===== config.mk =====
export PLATFORM = sky130hd
export DESIGN_NAME = overwriting_ring_with_offset_lookup_unit_flat
export DESIGN_NICKNAME = d
export VERILOG_FILES = /design/src/rtl/orl_pkg.sv /design/src/rtl/orl_if.sv /design/src/rtl/orl_cell.sv /design/src/rtl/overwriting_ring_with_offset_lookup_unit.sv /design/src/flat_wrapper.sv
export VERILOG_INCLUDE_DIRS = /design/src /design/src/rtl
export SDC_FILE = /design/constraint.sdc
export NUM_CORES = 2
export LEC_CHECK = 0
export BUFFER_PORTS_ARGS = -buffer_cell sky130_fd_sc_hd__buf_2
export CAP_MARGIN = 25
export CORE_MARGIN = 2
export CORE_UTILIZATION = 51
export CTS_BUF_LIST = sky130_fd_sc_hd__clkbuf_2
export CTS_CLUSTER_SIZE = 16
export DETAILED_ROUTE_END_ITERATION = 8
export PLACE_DENSITY = 0.71
export SETUP_SLACK_MARGIN = 0.4
export SYNTH_ARGS = -nofsm -noshare
export SYNTH_HDL_FRONTEND = slang
export SYNTH_SLANG_ARGS = --single-unit

===== constraint.sdc =====
create_clock -name clk -period 10 [get_ports clk]
set_clock_uncertainty 0.2 [all_clocks]
set_input_delay 1 -clock clk [delete_from_list [all_inputs] [get_ports clk]]
set_output_delay 1 -clock clk [all_outputs]
set_load 0.02 [all_outputs]

===== src/rtl/overwriting_ring_with_offset_lookup_unit_assert.svh =====
// Assertion macros for the overwriting ring with offset lookup.
// Included by the module that checks its own logic; needs clk and arst_n in scope.
`ifndef OVERWRITING_RING_WITH_OFFSET_LOOKUP_UNIT_ASSERT_SVH
`define OVERWRITING_RING_WITH_OFFSET_LOOKUP_UNIT_ASSERT_SVH
`ifndef NO_ASSERTIONS
`define ORL_ASSERT(lbl, expr) \
	lbl: assert property (@(posedge clk) disable iff (!arst_n) (expr)) \
		else $error("orl assertion failed");
`define ORL_ASSERT_NEXT(lbl, ante, cons) \
	lbl: assert property (@(posedge clk) disable iff (!arst_n) (ante) |=> (cons)) \
		else $error("orl assertion failed");
`else
`define ORL_ASSERT(lbl, expr)
`define ORL_ASSERT_NEXT(lbl, ante, cons)
`endif
`endif


===== src/rtl/orl_pkg.sv =====
// Shared constants and types of the overwriting ring with offset lookup.
// No dependencies.
package orl_pkg;
	localparam int SLOTS       = 10;
	localparam int LENGTH_BITS = 16;
	localparam int TAG_BITS    = 32;

	localparam int SLOT_W = $clog2(SLOTS);
	localparam int CNT_W  = $clog2(SLOTS + 1);
	localparam int POS_W  = 20;
	localparam int ACC_W  = LENGTH_BITS + SLOT_W + 1;
	localparam int CMP_W  = (ACC_W > POS_W) ? ACC_W : POS_W;

	localparam int LEN_IN_W   = 16;
	localparam int TAG_IO_W   = 32;
	localparam int SLOT_OUT_W = 4;
	localparam int BYTE_W     = 16;

	localparam logic REQ_ADD    = 1'b0;
	localparam logic REQ_LOOKUP = 1'b1;

	typedef struct packed {
		logic             valid;
		logic [CMP_W-1:0] pos;
		logic [CMP_W-1:0] acc;
		logic [CNT_W-1:0] remain;
	} probe_t;

	typedef struct packed {
		logic                done;
		logic                hit;
		logic [SLOT_W-1:0]   slot;
		logic [TAG_BITS-1:0] tag;
		logic [BYTE_W-1:0]   byte_off;
	} report_t;

	typedef struct packed {
		logic                  hit;
		logic [SLOT_OUT_W-1:0] hit_slot;
		logic [TAG_IO_W-1:0]   hit_tag;
		logic [BYTE_W-1:0]     byte_in_entry;
		logic                  evicted;
		logic [TAG_IO_W-1:0]   evicted_tag;
	} res_t;
endpackage


===== src/rtl/orl_if.sv =====
// Valid/ready channels of the overwriting ring: request words in, result words out.
// Depends on orl_pkg.
interface orl_req_if;
	logic                               valid;
	logic                               ready;
	logic                               req_type;
	logic [orl_pkg::LEN_IN_W-1:0]       entry_length;
	logic [orl_pkg::TAG_IO_W-1:0]       entry_tag;
	logic [orl_pkg::POS_W-1:0]          char_position;

	modport source (output valid, req_type, entry_length, entry_tag, char_position,
		input ready);
	modport sink (input valid, req_type, entry_length, entry_tag, char_position,
		output ready);
endinterface

interface orl_res_if;
	logic                               valid;
	logic                               ready;
	logic                               hit;
	logic [orl_pkg::SLOT_OUT_W-1:0]     hit_slot;
	logic [orl_pkg::TAG_IO_W-1:0]       hit_tag;
	logic [orl_pkg::BYTE_W-1:0]         byte_in_entry;
	logic                               evicted;
	logic [orl_pkg::TAG_IO_W-1:0]       evicted_tag;

	modport source (output valid, hit, hit_slot, hit_tag, byte_in_entry, evicted,
		evicted_tag, input ready);
	modport sink (input valid, hit, hit_slot, hit_tag, byte_in_entry, evicted,
		evicted_tag, output ready);
endinterface


===== src/rtl/orl_cell.sv =====
// One ring slot: stored length and tag, plus the probe stage of the lookup walk.
// Depends on orl_pkg.
module orl_cell (
	input  logic                               clk,
	input  logic                               arst_n,
	input  logic [orl_pkg::SLOT_W-1:0]         slot_id,
	input  logic                               wr_en,
	input  logic [orl_pkg::LENGTH_BITS-1:0]    wr_length,
	input  logic [orl_pkg::TAG_BITS-1:0]       wr_tag,
	output logic [orl_pkg::TAG_BITS-1:0]       tag,
	input  orl_pkg::probe_t                    probe_in,
	output orl_pkg::probe_t                    probe_out,
	output orl_pkg::report_t                   report
);
	logic [orl_pkg::LENGTH_BITS-1:0] length_q;
	logic [orl_pkg::TAG_BITS-1:0]    tag_q;
	orl_pkg::probe_t                 probe_q;
	logic [orl_pkg::CMP_W-1:0]       sum;
	logic                            last;
	logic                            match;

	always_ff @(posedge clk) begin
		if (wr_en) begin
			length_q <= wr_length;
			tag_q    <= wr_tag;
		end
	end

	always_ff @(posedge clk or negedge arst_n) begin
		if (!arst_n) begin
			probe_q <= '0;
		end else begin
			probe_q <= probe_in;
		end
	end

	assign tag   = tag_q;
	assign sum   = probe_q.acc + orl_pkg::CMP_W'(length_q);
	assign last  = (probe_q.remain == '0);
	assign match = probe_q.valid && !last && (probe_q.pos < sum);

	always_comb begin
		report          = '0;
		report.done     = probe_q.valid && (last || match);
		report.hit      = match;
		if (match) begin
			report.slot     = slot_id;
			report.tag      = tag_q;
			report.byte_off = orl_pkg::BYTE_W'(probe_q.pos - probe_q.acc);
		end
		probe_out        = probe_q;
		probe_out.valid  = probe_q.valid && !last && !match;
		probe_out.acc    = sum;
		probe_out.remain = probe_q.remain - orl_pkg::CNT_W'(1);
	end
endmodule


===== src/rtl/overwriting_ring_with_offset_lookup_unit.sv =====
// Top level of the overwriting ring with offset lookup: ring pointers, walk control, result register.
// Depends on orl_pkg, orl_if.sv, orl_cell and the assert header.
//
//  channel | dir | handshake   | word
//  req     | in  | valid/ready | req_type, entry_length, entry_tag, char_position
//  res     | out | valid/ready | hit, hit_slot, hit_tag, byte_in_entry, evicted, evicted_tag
//
// Add: result registered at the accepting edge, or held in the spare register while res is stalled.
// Lookup: probe moves one cell per cycle from the oldest slot; the result is registered when the
// probe reaches the hit entry, or the slot after the last stored entry on a miss.
// One request in flight at a time; req is ready again once the result is registered.
// Reset clears pointers, full flag, probes, state and output; slot contents are unknown until written.
// A stalled result is held in a spare register; req is taken again once it reaches the output.
`include "overwriting_ring_with_offset_lookup_unit_assert.svh"

module overwriting_ring_with_offset_lookup_unit (
	input  logic     clk,
	input  logic     arst_n,
	orl_req_if.sink  req,
	orl_res_if.source res
);
	typedef enum logic [1:0] {ST_IDLE, ST_WALK, ST_HOLD} state_t;

	state_t                         state_q;
	logic [orl_pkg::SLOT_W-1:0]     wr_idx_q;
	logic [orl_pkg::SLOT_W-1:0]     rd_idx_q;
	logic                           full_q;
	logic                           out_valid_q;
	orl_pkg::res_t                  out_q;
	orl_pkg::res_t                  res_q;

	orl_pkg::probe_t                probe_in  [orl_pkg::SLOTS];
	orl_pkg::probe_t                probe_out [orl_pkg::SLOTS];
	orl_pkg::report_t               report    [orl_pkg::SLOTS];
	logic [orl_pkg::TAG_BITS-1:0]   tags      [orl_pkg::SLOTS];
	logic [orl_pkg::SLOTS-1:0]      done_vec;
	logic [orl_pkg::SLOTS-1:0]      pvalid_vec;

	logic                           accept;
	logic                           is_add;
	logic                           is_look;
	logic                           out_free;
	logic                           done_any;
	logic                           new_valid;
	orl_pkg::report_t               merged;
	orl_pkg::res_t                  new_res;
	orl_pkg::probe_t                new_probe;
	logic [orl_pkg::CNT_W-1:0]      count;
	logic [orl_pkg::SLOT_W-1:0]     wr_next;
	logic [orl_pkg::SLOT_W-1:0]     rd_next;

	assign req.ready = (state_q == ST_IDLE);
	assign accept    = req.valid && req.ready;
	assign is_add    = accept && (req.req_type == orl_pkg::REQ_ADD);
	assign is_look   = accept && (req.req_type == orl_pkg::REQ_LOOKUP);
	assign out_free  = !out_valid_q || res.ready;

	assign wr_next = (wr_idx_q == orl_pkg::SLOT_W'(orl_pkg::SLOTS - 1)) ? '0
		: wr_idx_q + orl_pkg::SLOT_W'(1);
	assign rd_next = (rd_idx_q == orl_pkg::SLOT_W'(orl_pkg::SLOTS - 1)) ? '0
		: rd_idx_q + orl_pkg::SLOT_W'(1);

	always_comb begin
		if (full_q)
			count = orl_pkg::CNT_W'(orl_pkg::SLOTS);
		else if (wr_idx_q >= rd_idx_q)
			count = orl_pkg::CNT_W'(wr_idx_q - rd_idx_q);
		else
			count = orl_pkg::CNT_W'(wr_idx_q) + orl_pkg::CNT_W'(orl_pkg::SLOTS)
				- orl_pkg::CNT_W'(rd_idx_q);
		new_probe        = '0;
		new_probe.valid  = 1'b1;
		new_probe.pos    = orl_pkg::CMP_W'(req.char_position);
		new_probe.remain = count;
	end

	for (genvar k = 0; k < orl_pkg::SLOTS; k++) begin : g_cell
		localparam int PREV = (k + orl_pkg::SLOTS - 1) % orl_pkg::SLOTS;

		assign probe_in[k] = (is_look && rd_idx_q == orl_pkg::SLOT_W'(k)) ? new_probe
			: probe_out[PREV];
		assign done_vec[k]   = report[k].done;
		assign pvalid_vec[k] = probe_in[k].valid;

		orl_cell u_cell (
			.clk       (clk),
			.arst_n    (arst_n),
			.slot_id   (orl_pkg::SLOT_W'(k)),
			.wr_en     (is_add && wr_idx_q == orl_pkg::SLOT_W'(k)),
			.wr_length (orl_pkg::LENGTH_BITS'(req.entry_length)),
			.wr_tag    (orl_pkg::TAG_BITS'(req.entry_tag)),
			.tag       (tags[k]),
			.probe_in  (probe_in[k]),
			.probe_out (probe_out[k]),
			.report    (report[k])
		);
	end

	always_comb begin
		merged = '0;
		for (int k = 0; k < orl_pkg::SLOTS; k++)
			merged = merged | report[k];
	end

	assign done_any  = |done_vec;
	assign new_valid = is_add || (state_q == ST_WALK && done_any);

	always_comb begin
		new_res = '0;
		if (is_add) begin
			new_res.evicted = full_q;
			if (full_q)
				new_res.evicted_tag = orl_pkg::TAG_IO_W'(tags[wr_idx_q]);
		end else begin
			new_res.hit           = merged.hit;
			new_res.hit_slot      = orl_pkg::SLOT_OUT_W'(merged.slot);
			new_res.hit_tag       = orl_pkg::TAG_IO_W'(merged.tag);
			new_res.byte_in_entry = merged.byte_off;
		end
	end

	always_ff @(posedge clk or negedge arst_n) begin
		if (!arst_n) begin
			wr_idx_q <= '0;
			rd_idx_q <= '0;
			full_q   <= 1'b0;
		end else if (is_add) begin
			wr_idx_q <= wr_next;
			if (full_q)
				rd_idx_q <= rd_next;
			else if (wr_next == rd_idx_q)
				full_q <= 1'b1;
		end
	end

	always_ff @(posedge clk or negedge arst_n) begin
		if (!arst_n) begin
			state_q     <= ST_IDLE;
			out_valid_q <= 1'b0;
			out_q       <= '0;
			res_q       <= '0;
		end else begin
			if (out_free) begin
				if (state_q == ST_HOLD) begin
					out_q       <= res_q;
					out_valid_q <= 1'b1;
				end else if (new_valid) begin
					out_q       <= new_res;
					out_valid_q <= 1'b1;
				end else begin
					out_valid_q <= 1'b0;
				end
			end
			case (state_q)
				ST_IDLE: begin
					if (is_look) begin
						state_q <= ST_WALK;
					end else if (is_add && !out_free) begin
						res_q   <= new_res;
						state_q <= ST_HOLD;
					end
				end
				ST_WALK: begin
					if (done_any) begin
						if (out_free) begin
							state_q <= ST_IDLE;
						end else begin
							res_q   <= new_res;
							state_q <= ST_HOLD;
						end
					end
				end
				ST_HOLD: begin
					if (out_free)
						state_q <= ST_IDLE;
				end
				default: begin
					state_q <= ST_IDLE;
				end
			endcase
		end
	end

	assign res.valid         = out_valid_q;
	assign res.hit           = out_q.hit;
	assign res.hit_slot      = out_q.hit_slot;
	assign res.hit_tag       = out_q.hit_tag;
	assign res.byte_in_entry = out_q.byte_in_entry;
	assign res.evicted       = out_q.evicted;
	assign res.evicted_tag   = out_q.evicted_tag;

	`ORL_ASSERT(a_one_done, $onehot0(done_vec))
	`ORL_ASSERT(a_done_in_walk, !done_any || state_q == ST_WALK)
	`ORL_ASSERT(a_full_ptrs, !full_q || wr_idx_q == rd_idx_q)
	`ORL_ASSERT_NEXT(a_probe_idle, state_q != ST_WALK && !is_look, is_look || pvalid_vec == '0)
endmodule

===== src/flat_wrapper.sv =====
// flat-port wrapper written by rule: the top's interface ports become plain ports
module overwriting_ring_with_offset_lookup_unit_flat 
  (clk, arst_n, req_valid, req_req_type, req_entry_length, req_entry_tag, req_char_position, req_ready, res_valid, res_hit, res_hit_slot, res_hit_tag, res_byte_in_entry, res_evicted, res_evicted_tag, res_ready);
  orl_req_if req_i ();
  orl_res_if res_i ();
  input  logic clk;
  input  logic arst_n;
  input wire logic [$bits(req_i.valid)-1:0] req_valid;
  input wire logic [$bits(req_i.req_type)-1:0] req_req_type;
  input wire logic [$bits(req_i.entry_length)-1:0] req_entry_length;
  input wire logic [$bits(req_i.entry_tag)-1:0] req_entry_tag;
  input wire logic [$bits(req_i.char_position)-1:0] req_char_position;
  output wire logic [$bits(req_i.ready)-1:0] req_ready;
  output wire logic [$bits(res_i.valid)-1:0] res_valid;
  output wire logic [$bits(res_i.hit)-1:0] res_hit;
  output wire logic [$bits(res_i.hit_slot)-1:0] res_hit_slot;
  output wire logic [$bits(res_i.hit_tag)-1:0] res_hit_tag;
  output wire logic [$bits(res_i.byte_in_entry)-1:0] res_byte_in_entry;
  output wire logic [$bits(res_i.evicted)-1:0] res_evicted;
  output wire logic [$bits(res_i.evicted_tag)-1:0] res_evicted_tag;
  input wire logic [$bits(res_i.ready)-1:0] res_ready;
  assign req_i.valid = req_valid;
  assign req_i.req_type = req_req_type;
  assign req_i.entry_length = req_entry_length;
  assign req_i.entry_tag = req_entry_tag;
  assign req_i.char_position = req_char_position;
  assign req_ready = req_i.ready;
  assign res_valid = res_i.valid;
  assign res_hit = res_i.hit;
  assign res_hit_slot = res_i.hit_slot;
  assign res_hit_tag = res_i.hit_tag;
  assign res_byte_in_entry = res_i.byte_in_entry;
  assign res_evicted = res_i.evicted;
  assign res_evicted_tag = res_i.evicted_tag;
  assign res_i.ready = res_ready;
  overwriting_ring_with_offset_lookup_unit u_core (.clk(clk), .arst_n(arst_n), .req(req_i), .res(res_i));
endmodule

---- After elaboration in Yosys (flattened, before gate mapping) ----
Cells that the tools add are included.
word-level totals
  word-level logic and storage cells ...... 328
  output and inout bits ................... 88
  bits of input ports ..................... 73
  register bits ........................... 1134
operators by class
  bitwise logic cells ..................... 11
  reduce and logical (&&, ||, !) cells .... 119
  mux-type cells .......................... 47
  add/sub/neg operators ................... 35
  equal/unequal tests ..................... 27
  magnitude comparators ................... 12
operators by type and width
  operator             number
  $mux 86              6
  $or 53x53->53        9
  $mux 47              10
  $add 21x16->21       10
  $lt 21x21->1         10
  $mux 51              4
  $pmux 86 s2          1
  $sub 16x16->16       10
  $bmux 32 s4          1
  $mux 52              2
  $mux 50              2
  $mux 32              3
  $logic_and 1x1->1    65
  $mux 53              1
  $mux 49              1
  $logic_not 4->1      12
  $mux 48              1
  $sub 4x1->4 const B  10
  $mux 33              1
  $eq 4x3->1 const B   8
  $logic_not 1->1      22
  $eq 4x2->1 const B   4
  $eq 4x4->1 const B   4
  $mux 4               4
  24 further kinds     50

---- Longest topological paths before layout ----
  depth in word-level cells ............... 18
  depth in mapped cells ................... 26
  mapped depth without buffers ............ 24

---- By module ----
From an unflattened synthesis, not the netlist that was laid out.
unflattened totals
  cells, all modules ...................... 6831
  area total of the unflattened synthesis .. 70278.7 um2
modules (own cells, without submodules)
  module                                    seq. area each (um2)  times used  cells an instance  area an instance (um2)
  orl_cell at u_core.g_cell[0].u_cell ...   2617.5                6           495                5383.9
  overwriting_ring_with_offset_lookup_unit  4604.4                1           1902               16414.5
  orl_cell at u_core.g_cell[7].u_cell       2617.5                1           507                5514.0
  orl_cell at u_core.g_cell[8].u_cell       2617.5                1           496                5372.7
  orl_cell at u_core.g_cell[6].u_cell       2617.5                1           477                5356.4
  orl_cell at u_core.g_cell[9].u_cell       2617.5                1           479                5317.6

---- Least setup slack after synthesis ----
OpenSTA, ideal clock, no wires.
  kind .................................... in2reg
  start point ............................. input port req_valid
  end point ............................... register u_core.g_cell[4].u_cell.length_q[0] (netlist bit) (enable)
  data required time ...................... 9287 ps
  cell stages on the path ................. 6
  setup time .............................. 513 ps
  path slack .............................. 3943 ps
  path buffers ............................ 2
  arrival time ............................ 5345 ps
  path through ............................ nand2_1 > nor2_1 > clkbuf_1 > buf_1 > nand2_1 > nor3_1
on the way
  word-level cells in the longest chain between the ends .. 3
RTL lines
  item                               line                                            source
  from (decl)                        flat_wrapper.sv:8                               input wire logic [$bits(req_i.valid)-1:0] req_valid;
  $logic_and 1x1->1                  overwriting_ring_with_offset_lookup_unit.sv:53  assign accept = req.valid && req.ready;
  $logic_and 1x1->1                  overwriting_ring_with_offset_lookup_unit.sv:54  assign is_add = accept && (req.req_type == orl_pkg::REQ_ADD);
  $logic_and 1x1->1                  overwriting_ring_with_offset_lookup_unit.sv:89  .wr_en (is_add && wr_idx_q == orl_pkg::SLOT_W'(k)),
  via u_core.g_cell[4].u_cell.wr_en  orl_cell.sv:7                                   input logic wr_en,
  to (signal assigned)               orl_cell.sv:24                                  length_q <= wr_length;
  to (decl)                          orl_cell.sv:15                                  logic [orl_pkg::LENGTH_BITS-1:0] length_q;
The timed path passes the listed nets, and every way through them passes these cells.
A chain may end at the register's enable or synchronous reset.

---- Worst setup path in the final report ----
  start point ............................. register u_core.g_cell[4].u_cell.probe_q[4] (netlist bit)
  end point ............................... register u_core.res_q[68] (netlist bit)
on the way
  word-level cells in the longest chain between the ends .. 14
  elaborated cells on any way between the ends .. 21
  classes of those cells .................. add/sub (1); order compare (1); eq/ne (1); mux (7); bitwise (6); reduce/logical (5)
RTL lines
  item                        line                                                                                              source
  from (decl)                 orl_cell.sv:17                                                                                    orl_pkg::probe_t probe_q;
  from (signal assigned)      orl_cell.sv:33                                                                                    probe_q <= probe_in;
  $add 21x16->21 *            orl_cell.sv:38                                                                                    assign sum = probe_q.acc + orl_pkg::CMP_W'(length_q);
  $lt 21x21->1 *              orl_cell.sv:40                                                                                    assign match = probe_q.valid && !last && (probe_q.pos < sum);
  $logic_and 1x1->1 *         orl_cell.sv:40
  $mux 51                     orl_cell.sv:46                                                                                    if (match) begin
  $or 53x53->53 (6 in a row)  overwriting_ring_with_offset_lookup_unit.sv:102                                                   merged = merged | report[k];
  $mux 53                     overwriting_ring_with_offset_lookup_unit.sv:110                                                   if (is_add) begin
  $mux 86 (on tied branches)  overwriting_ring_with_offset_lookup_unit.sv:165, overwriting_ring_with_offset_lookup_unit.sv:158
  $mux 86 (on tied branches)  overwriting_ring_with_offset_lookup_unit.sv:164, overwriting_ring_with_offset_lookup_unit.sv:156
  $pmux 86 s2                 overwriting_ring_with_offset_lookup_unit.sv:154                                                   case (state_q)
  to (signal assigned)        overwriting_ring_with_offset_lookup_unit.sv:159                                                   res_q <= new_res;
  to (signal assigned)        overwriting_ring_with_offset_lookup_unit.sv:168                                                   res_q <= new_res;
  to (decl)                   overwriting_ring_with_offset_lookup_unit.sv:30                                                    orl_pkg::res_t res_q;
Every way passes the cells marked *; elsewhere a longest branch is shown, timed or not. The select of a mux whose other input is x is not followed.

==> impl_results.html <==
<table>
<tr><th>Metric</th><th>Value</th></tr>
<tr><th colspan="2">Detailed routing</th></tr>
<tr><td>Routed Antenna Nets</td><td>0</td></tr>
<tr><td>Wire length per cell after detailed routing</td><td>26.3 um</td></tr>
<tr><td>Detailed-route via count</td><td>about 52000</td></tr>
<tr><td>Met1 WL</td><td>86.3 mm</td></tr>
<tr><td>Detailed-routing iteration count for the pre-antenna-repair pass</td><td>9</td></tr>
<tr><td>Total Wirelength</td><td>218 mm</td></tr>
<tr><td>Via density per instance</td><td>6.27</td></tr>
<tr><td>DR top layer</td><td>met4</td></tr>
<tr><td>Routed met3 length</td><td>26.7 mm</td></tr>
<tr><td>Number of design-rule violations left by the first detailed-router iteration</td><td>7028</td></tr>
<tr><td>Total length of routed met2 wires</td><td>around 94 mm</td></tr>
<tr><td>Total DRC errors in the routed layout</td><td>0</td></tr>
<tr><th colspan="2">CTS</th></tr>
<tr><td>CTS tree</td><td>yes</td></tr>
<tr><td>CTS-repair resized insts</td><td>0</td></tr>
<tr><td>Clock network latency to the later pin of the worst-skew pair</td><td>roughly 1.7 ns</td></tr>
<tr><td>Maximum count of clock buffers along a single path</td><td>4</td></tr>
<tr><td>CTS Buf Count</td><td>309</td></tr>
<tr><td>H-tree levels</td><td>5</td></tr>
<tr><td>Clock transition at the registers of the reported paths</td><td>around 0.11 ns</td></tr>
<tr><td>CTS sink cnt</td><td>1134</td></tr>
<tr><td>Clock root buffer</td><td>sky130_fd_sc_hd__clkbuf_2</td></tr>
<tr><th colspan="2">STA</th></tr>
<tr><td>Min setup slack post-route</td><td>1.84 ns</td></tr>
<tr><td>Final period util</td><td>0.816</td></tr>
<tr><td>Max Clock Freq</td><td>123 MHz</td></tr>
<tr><td>Max-Slew Margin vs Limit</td><td>0.202</td></tr>
<tr><td>Final-report setup violation count</td><td>0</td></tr>
<tr><td>Slew at the pin with the worst max-slew slack</td><td>1.20 ns</td></tr>
<tr><td>Unrepaired setup endpoints after global routing</td><td>false</td></tr>
<tr><td>Count of pins over their slew limit</td><td>0</td></tr>
<tr><td>Final Critical Period</td><td>8.16 ns</td></tr>
<tr><td>Final setup TNS</td><td>0 ns</td></tr>
<tr><td>Final number of hold-violating endpoints</td><td>0</td></tr>
<tr><th colspan="2">Logic synthesis</th></tr>
<tr><td>Ranking of synthesized cells by instance count</td><td>993 x sky130_fd_sc_hd__nand2_1, 654 x sky130_fd_sc_hd__dfrtp_1, 526 x sky130_fd_sc_hd__ha_1, 480 x sky130_fd_sc_hd__edfxtp_1, 476 x sky130_fd_sc_hd__nor2_1</td></tr>
<tr><td>Share of synthesized area occupied by flip-flops and latches</td><td>0.490</td></tr>
<tr><td>Yosys Warn Count</td><td>0</td></tr>
<tr><td>Library cell occupying the most area in the post-synthesis netlist</td><td>sky130_fd_sc_hd__dfrtp_1</td></tr>
<tr><td>Avg Synthesized Cell Area</td><td>10.5 um2</td></tr>
<tr><td>Most used flip-flop cell after synthesis</td><td>sky130_fd_sc_hd__dfrtp_1</td></tr>
<tr><td>Post-Synthesis Net Count</td><td>6626</td></tr>
<tr><td>Number of instances in the synthesized netlist</td><td>6004</td></tr>
<tr><td>Number of distinct library cells after synthesis</td><td>93</td></tr>
<tr><td>Top area cells in the synthesized netlist</td><td>sky130_fd_sc_hd__dfrtp_1 26%, sky130_fd_sc_hd__edfxtp_1 23%, sky130_fd_sc_hd__ha_1 10%</td></tr>
<tr><td>Yosys top cell area share</td><td>0.260</td></tr>
<tr><td>#FFs+latches synth</td><td>1134</td></tr>
<tr><td>Post-synthesis cell area</td><td>about 0.063 mm2</td></tr>
<tr><td>Cell with the most instances after synthesis</td><td>sky130_fd_sc_hd__nand2_1</td></tr>
<tr><td>Share of synthesized registers carrying an async set or reset</td><td>0.577</td></tr>
<tr><td>Number of synthesized flops with an enable pin</td><td>between 400 and 500</td></tr>
<tr><th colspan="2">Critical path</th></tr>
<tr><td>Arrival time reported for the critical path endpoint</td><td>9.49 ns</td></tr>
<tr><td>Required time at the endpoint of the critical path</td><td>11.33 ns</td></tr>
<tr><td>Total buffers and inverters traversed by the critical path</td><td>2</td></tr>
<tr><td>Delay-heaviest family, CP</td><td>simple AND/OR/NAND/NOR gates</td></tr>
<tr><td>Critical Path Start Type</td><td>flip-flop</td></tr>
<tr><td>Type of element capturing the critical path</td><td>flip-flop</td></tr>
<tr><td>Critical Path Max Stage Delay</td><td>0.74 ns</td></tr>
<tr><td>Crit Path Max Fanout</td><td>56</td></tr>
<tr><td>CP max stage cell</td><td>sky130_fd_sc_hd__nor4_4</td></tr>
<tr><td>RR Startpoint</td><td>u_core.g_cell[4].u_cell.probe_q[4]</td></tr>
<tr><td>Length in cells of the worst reg-to-reg path</td><td>24</td></tr>
<tr><td>Class of the most critical setup path</td><td>flip-flop to flip-flop</td></tr>
<tr><td>Capture instance of the worst register-to-register path</td><td>u_core.res_q[68]</td></tr>
<tr><td>Critical-path cell list</td><td>ha_1 -&gt; inv_1 -&gt; fa_1 -&gt; nor2b_1 -&gt; o21ai_0 -&gt; a21oi_1 -&gt; o21ai_0 -&gt; a21boi_0 -&gt; o2111ai_1 -&gt; nand3_1 -&gt; a41oi_1 -&gt; or3_1 -&gt; and2_1 -&gt; ha_1 -&gt; nand4_1 -&gt; nor4_1 -&gt; nand2_1 -&gt; o22ai_1 -&gt; nor2_1 -&gt; a211o_1 -&gt; nor4_4 -&gt; o21a_4 -&gt; buf_4 -&gt; mux2_1</td></tr>
<tr><td>R2R Setup Slk</td><td>around 1.8 ns</td></tr>
<tr><th colspan="2">Global routing</th></tr>
<tr><td>Maximum number of pins on one net before global-route repair</td><td>roughly 170</td></tr>
<tr><td>Via count of the first global-routing pass</td><td>50500</td></tr>
<tr><td>Initial antenna violation count</td><td>20</td></tr>
<tr><td>Global-route wire length before repair</td><td>~320 mm</td></tr>
<tr><td>Global-route congestion overflow total</td><td>0</td></tr>
<tr><td>Total Routing Usage GR</td><td>0.343</td></tr>
<tr><th colspan="2">Placement</th></tr>
<tr><td>Number of placed instances with taps included</td><td>approximately 7600</td></tr>
<tr><td>Port Buffers</td><td>160</td></tr>
<tr><td>Placed cell areas</td><td>0.0656 mm2</td></tr>
<tr><td>Worst Setup Slack post-DPL</td><td>~2.1 ns</td></tr>
<tr><td>Gp weighted congestion</td><td>1.02</td></tr>
<tr><td>Post-DP HPWL</td><td>151 mm</td></tr>
<tr><th colspan="2">Floorplan</th></tr>
<tr><td>Core region area</td><td>0.122 mm2</td></tr>
<tr><td>Initial core utilization</td><td>0.515</td></tr>
<tr><td>Rows</td><td>128</td></tr>
<tr><td>Die Width</td><td>355 um</td></tr>
<tr><td>Die Y</td><td>355 um</td></tr>
<tr><td>I/O pin count</td><td>161</td></tr>
<tr><td>Die Outline Area</td><td>0.126 mm2</td></tr>
<tr><th colspan="2">Job</th></tr>
<tr><td>Max_cap viols</td><td>0</td></tr>
<tr><th colspan="2">Min path</th></tr>
<tr><td>Class of the worst hold path</td><td>input port to flip-flop</td></tr>
<tr><td>Hold-critical path depth</td><td>4</td></tr>
<tr><td>Min-Delay Startpoint</td><td>req_char_position[1]</td></tr>
<tr><td>Endpoint of the worst hold-timing path</td><td>u_core.g_cell[9].u_cell.probe_out[26]</td></tr>
<tr><th colspan="2">Power and ir drop</th></tr>
<tr><td>Overall power after layout</td><td>0.0244 W</td></tr>
<tr><td>Worst ir drop on vdd</td><td>0.000224 V</td></tr>
<tr><td>Static leakage power</td><td>31.2 nW</td></tr>
<tr><td>Power per standard cell area</td><td>351 mW/mm2</td></tr>
<tr><th colspan="2">Layout</th></tr>
<tr><td>Post-route standard cell area excluding fillers</td><td>approximately 0.07 mm2</td></tr>
<tr><td>Share of layout cells above drive strength 1</td><td>0.130</td></tr>
<tr><td>Number of non-filler instances in the completed layout</td><td>slightly above 8000</td></tr>
<tr><td>Area overhead of the layout relative to synthesis</td><td>10.8%</td></tr>
<tr><td>Number of nets in the final layout</td><td>7071</td></tr>
<tr><th colspan="2">Status</th></tr>
<tr><td>Run status</td><td>finished, final reports clean</td></tr>
</table>
-- through the flow --
stage / util / hold slack [ns]
4_1_cts: 0.570 / 0.00459
6_report: 0.570 / 0.169
3_3_place_gp: 0.536 / 0.260
5_1_grt: 0.570 / 0.0717
2_1_floorplan: - / 0.240
3_5_place_dp: 0.537 / 0.260
-- layout make-up --
type,instances,area [um2]
Sequential cell,1134,30800
Inverter,275,1030
Multi-Input combinational cell,4365,30300
Clock buffer,454,2270
Timing Repair Buffer,364,2840
Antenna cell,14,35.0
Tap cell,1625,2030
Fill cell,10600,52400
Clock inverter,77,352
-- power by group --
| group | internal (W) | leakage (nW) | total (W) | switching (W) |
|---|---|---|---|---|
| registers | 0.00613 | 12.5 | 0.00743 | 0.00130 |
| logic | 0.00518 | 16.6 | 0.0138 | 0.00861 |
| clock network | 0.00125 | 2.06 | 0.00324 | 0.00199 |
-- per-layer routing --
layer / vias up / GRT usage
li1: 22700 / -
met1: 25400 / 0.477
met2: 3379 / 0.505
met3: 609 / 0.0823
met4: 0 / 0.166
met5: - / 0
-- repair_timing --
action,CTS,global route
hold endpoints to repair,1128,0
hold buffers,128,0
setup buffers,0,0
-- how the worst max path moves through the flow --
stage / cells after the start / end / startpoint / slack [ns]
after floorplan: 6 / u_core.g_cell[4].u_cell.length_q[0] / req_valid / 3.94
after global placement: 24 / u_core.res_q[74] / u_core.g_cell[4].u_cell.probe_q[4] / 2.21
after detailed placement: 24 / u_core.res_q[68] / u_core.g_cell[4].u_cell.probe_q[4] / 2.13
after CTS: 24 / u_core.res_q[68] / u_core.g_cell[4].u_cell.probe_q[4] / 2.15
after global routing: 24 / u_core.res_q[76] / u_core.g_cell[4].u_cell.probe_q[4] / 1.62
final: 24 / u_core.res_q[68] / u_core.g_cell[4].u_cell.probe_q[4] / 1.84
-- cells in the final DEF, fill, tap and decap left out, types with 35 or more instances in the layout --
master                          count
sky130_fd_sc_hd__mux2i_1           49
sky130_fd_sc_hd__xor2_1           167
sky130_fd_sc_hd__dlygate4sd3_1    127
sky130_fd_sc_hd__nand3_1           82
sky130_fd_sc_hd__mux4_2            64
sky130_fd_sc_hd__a21o_1           134
sky130_fd_sc_hd__nand4_1           38
sky130_fd_sc_hd__o21ai_0          263
sky130_fd_sc_hd__buf_2            162
sky130_fd_sc_hd__a22oi_1          141
sky130_fd_sc_hd__a211oi_1          35
sky130_fd_sc_hd__clkinv_1          63
sky130_fd_sc_hd__nand2b_1          49
sky130_fd_sc_hd__nor2b_1           43
sky130_fd_sc_hd__and2_1            50
sky130_fd_sc_hd__edfxtp_1         480
sky130_fd_sc_hd__clkbuf_2         454
sky130_fd_sc_hd__nand2_1          993
sky130_fd_sc_hd__inv_1            275
sky130_fd_sc_hd__o21a_1            48
sky130_fd_sc_hd__dfrtp_1          651
sky130_fd_sc_hd__and3_1            77
sky130_fd_sc_hd__a31oi_1          138
sky130_fd_sc_hd__ha_1             526
sky130_fd_sc_hd__nor2_1           459
sky130_fd_sc_hd__nor3_1            83
sky130_fd_sc_hd__a21oi_1          248
sky130_fd_sc_hd__xnor2_1          167
sky130_fd_sc_hd__buf_4             60
-- sequential cells by signal, summed over array words and instances, names as in the netlist --
name                            cells
u_core.rd_idx_q                     4
u_core.res.byte_in_entry           16
u_core.wr_idx_q                     4
u_core.res.evicted_tag             32
u_core.res.valid                    1
u_core.res_q                       86
u_core.g_cell.u_cell.length_q     160
u_core.res.hit_slot                 4
u_core.g_cell.u_cell.tag          320
u_core.g_cell.u_cell.probe_q      260
u_core.res.evicted                  1
u_core.res.hit_tag                 32
u_core.full_q                       1
u_core.state_q                      2
u_core.g_cell.u_cell.probe_out    210
u_core.res.hit                      1
-- cell families (layout without fill, tap and decap cells) --
family / after synthesis / in the layout / synth area share
AO/OA/AOI/OAI: 1339 / 1339 / 0.144
XOR/XNOR: 334 / 334 / 0.0465
adder cells (fa/ha/maj): 549 / 549 / 0.112
buffers and inverters: 505 / 1170 / 0.0318
flip-flops: 1134 / 1134 / 0.490
multiplexers: 157 / 157 / 0.0386
other: 0 / 14 / 0
AND/OR/NAND/NOR: 1986 / 1986 / 0.137
-- worst reg2reg max path, cell delays in order, from the launching register on --
cell and delay [ns]:
sky130_fd_sc_hd__dfrtp_1 0.37, sky130_fd_sc_hd__ha_1 0.17, sky130_fd_sc_hd__inv_1 0.06, sky130_fd_sc_hd__fa_1 0.40, sky130_fd_sc_hd__nor2b_1 0.11, sky130_fd_sc_hd__o21ai_0 0.11
sky130_fd_sc_hd__a21oi_1 0.18, sky130_fd_sc_hd__o21ai_0 0.12, sky130_fd_sc_hd__a21boi_0 0.30, sky130_fd_sc_hd__o2111ai_1 0.23, sky130_fd_sc_hd__nand3_1 0.23, sky130_fd_sc_hd__a41oi_1 0.27
sky130_fd_sc_hd__or3_1 0.39, sky130_fd_sc_hd__and2_1 0.17, sky130_fd_sc_hd__ha_1 0.32, sky130_fd_sc_hd__nand4_1 0.13, sky130_fd_sc_hd__nor4_1 0.71, sky130_fd_sc_hd__nand2_1 0.13
sky130_fd_sc_hd__o22ai_1 0.47, sky130_fd_sc_hd__nor2_1 0.18, sky130_fd_sc_hd__a211o_1 0.36, sky130_fd_sc_hd__nor4_4 0.74, sky130_fd_sc_hd__o21a_4 0.74, sky130_fd_sc_hd__buf_4 0.58
sky130_fd_sc_hd__mux2_1 0.40
Note: power is estimated with default switching activity, not from simulation.
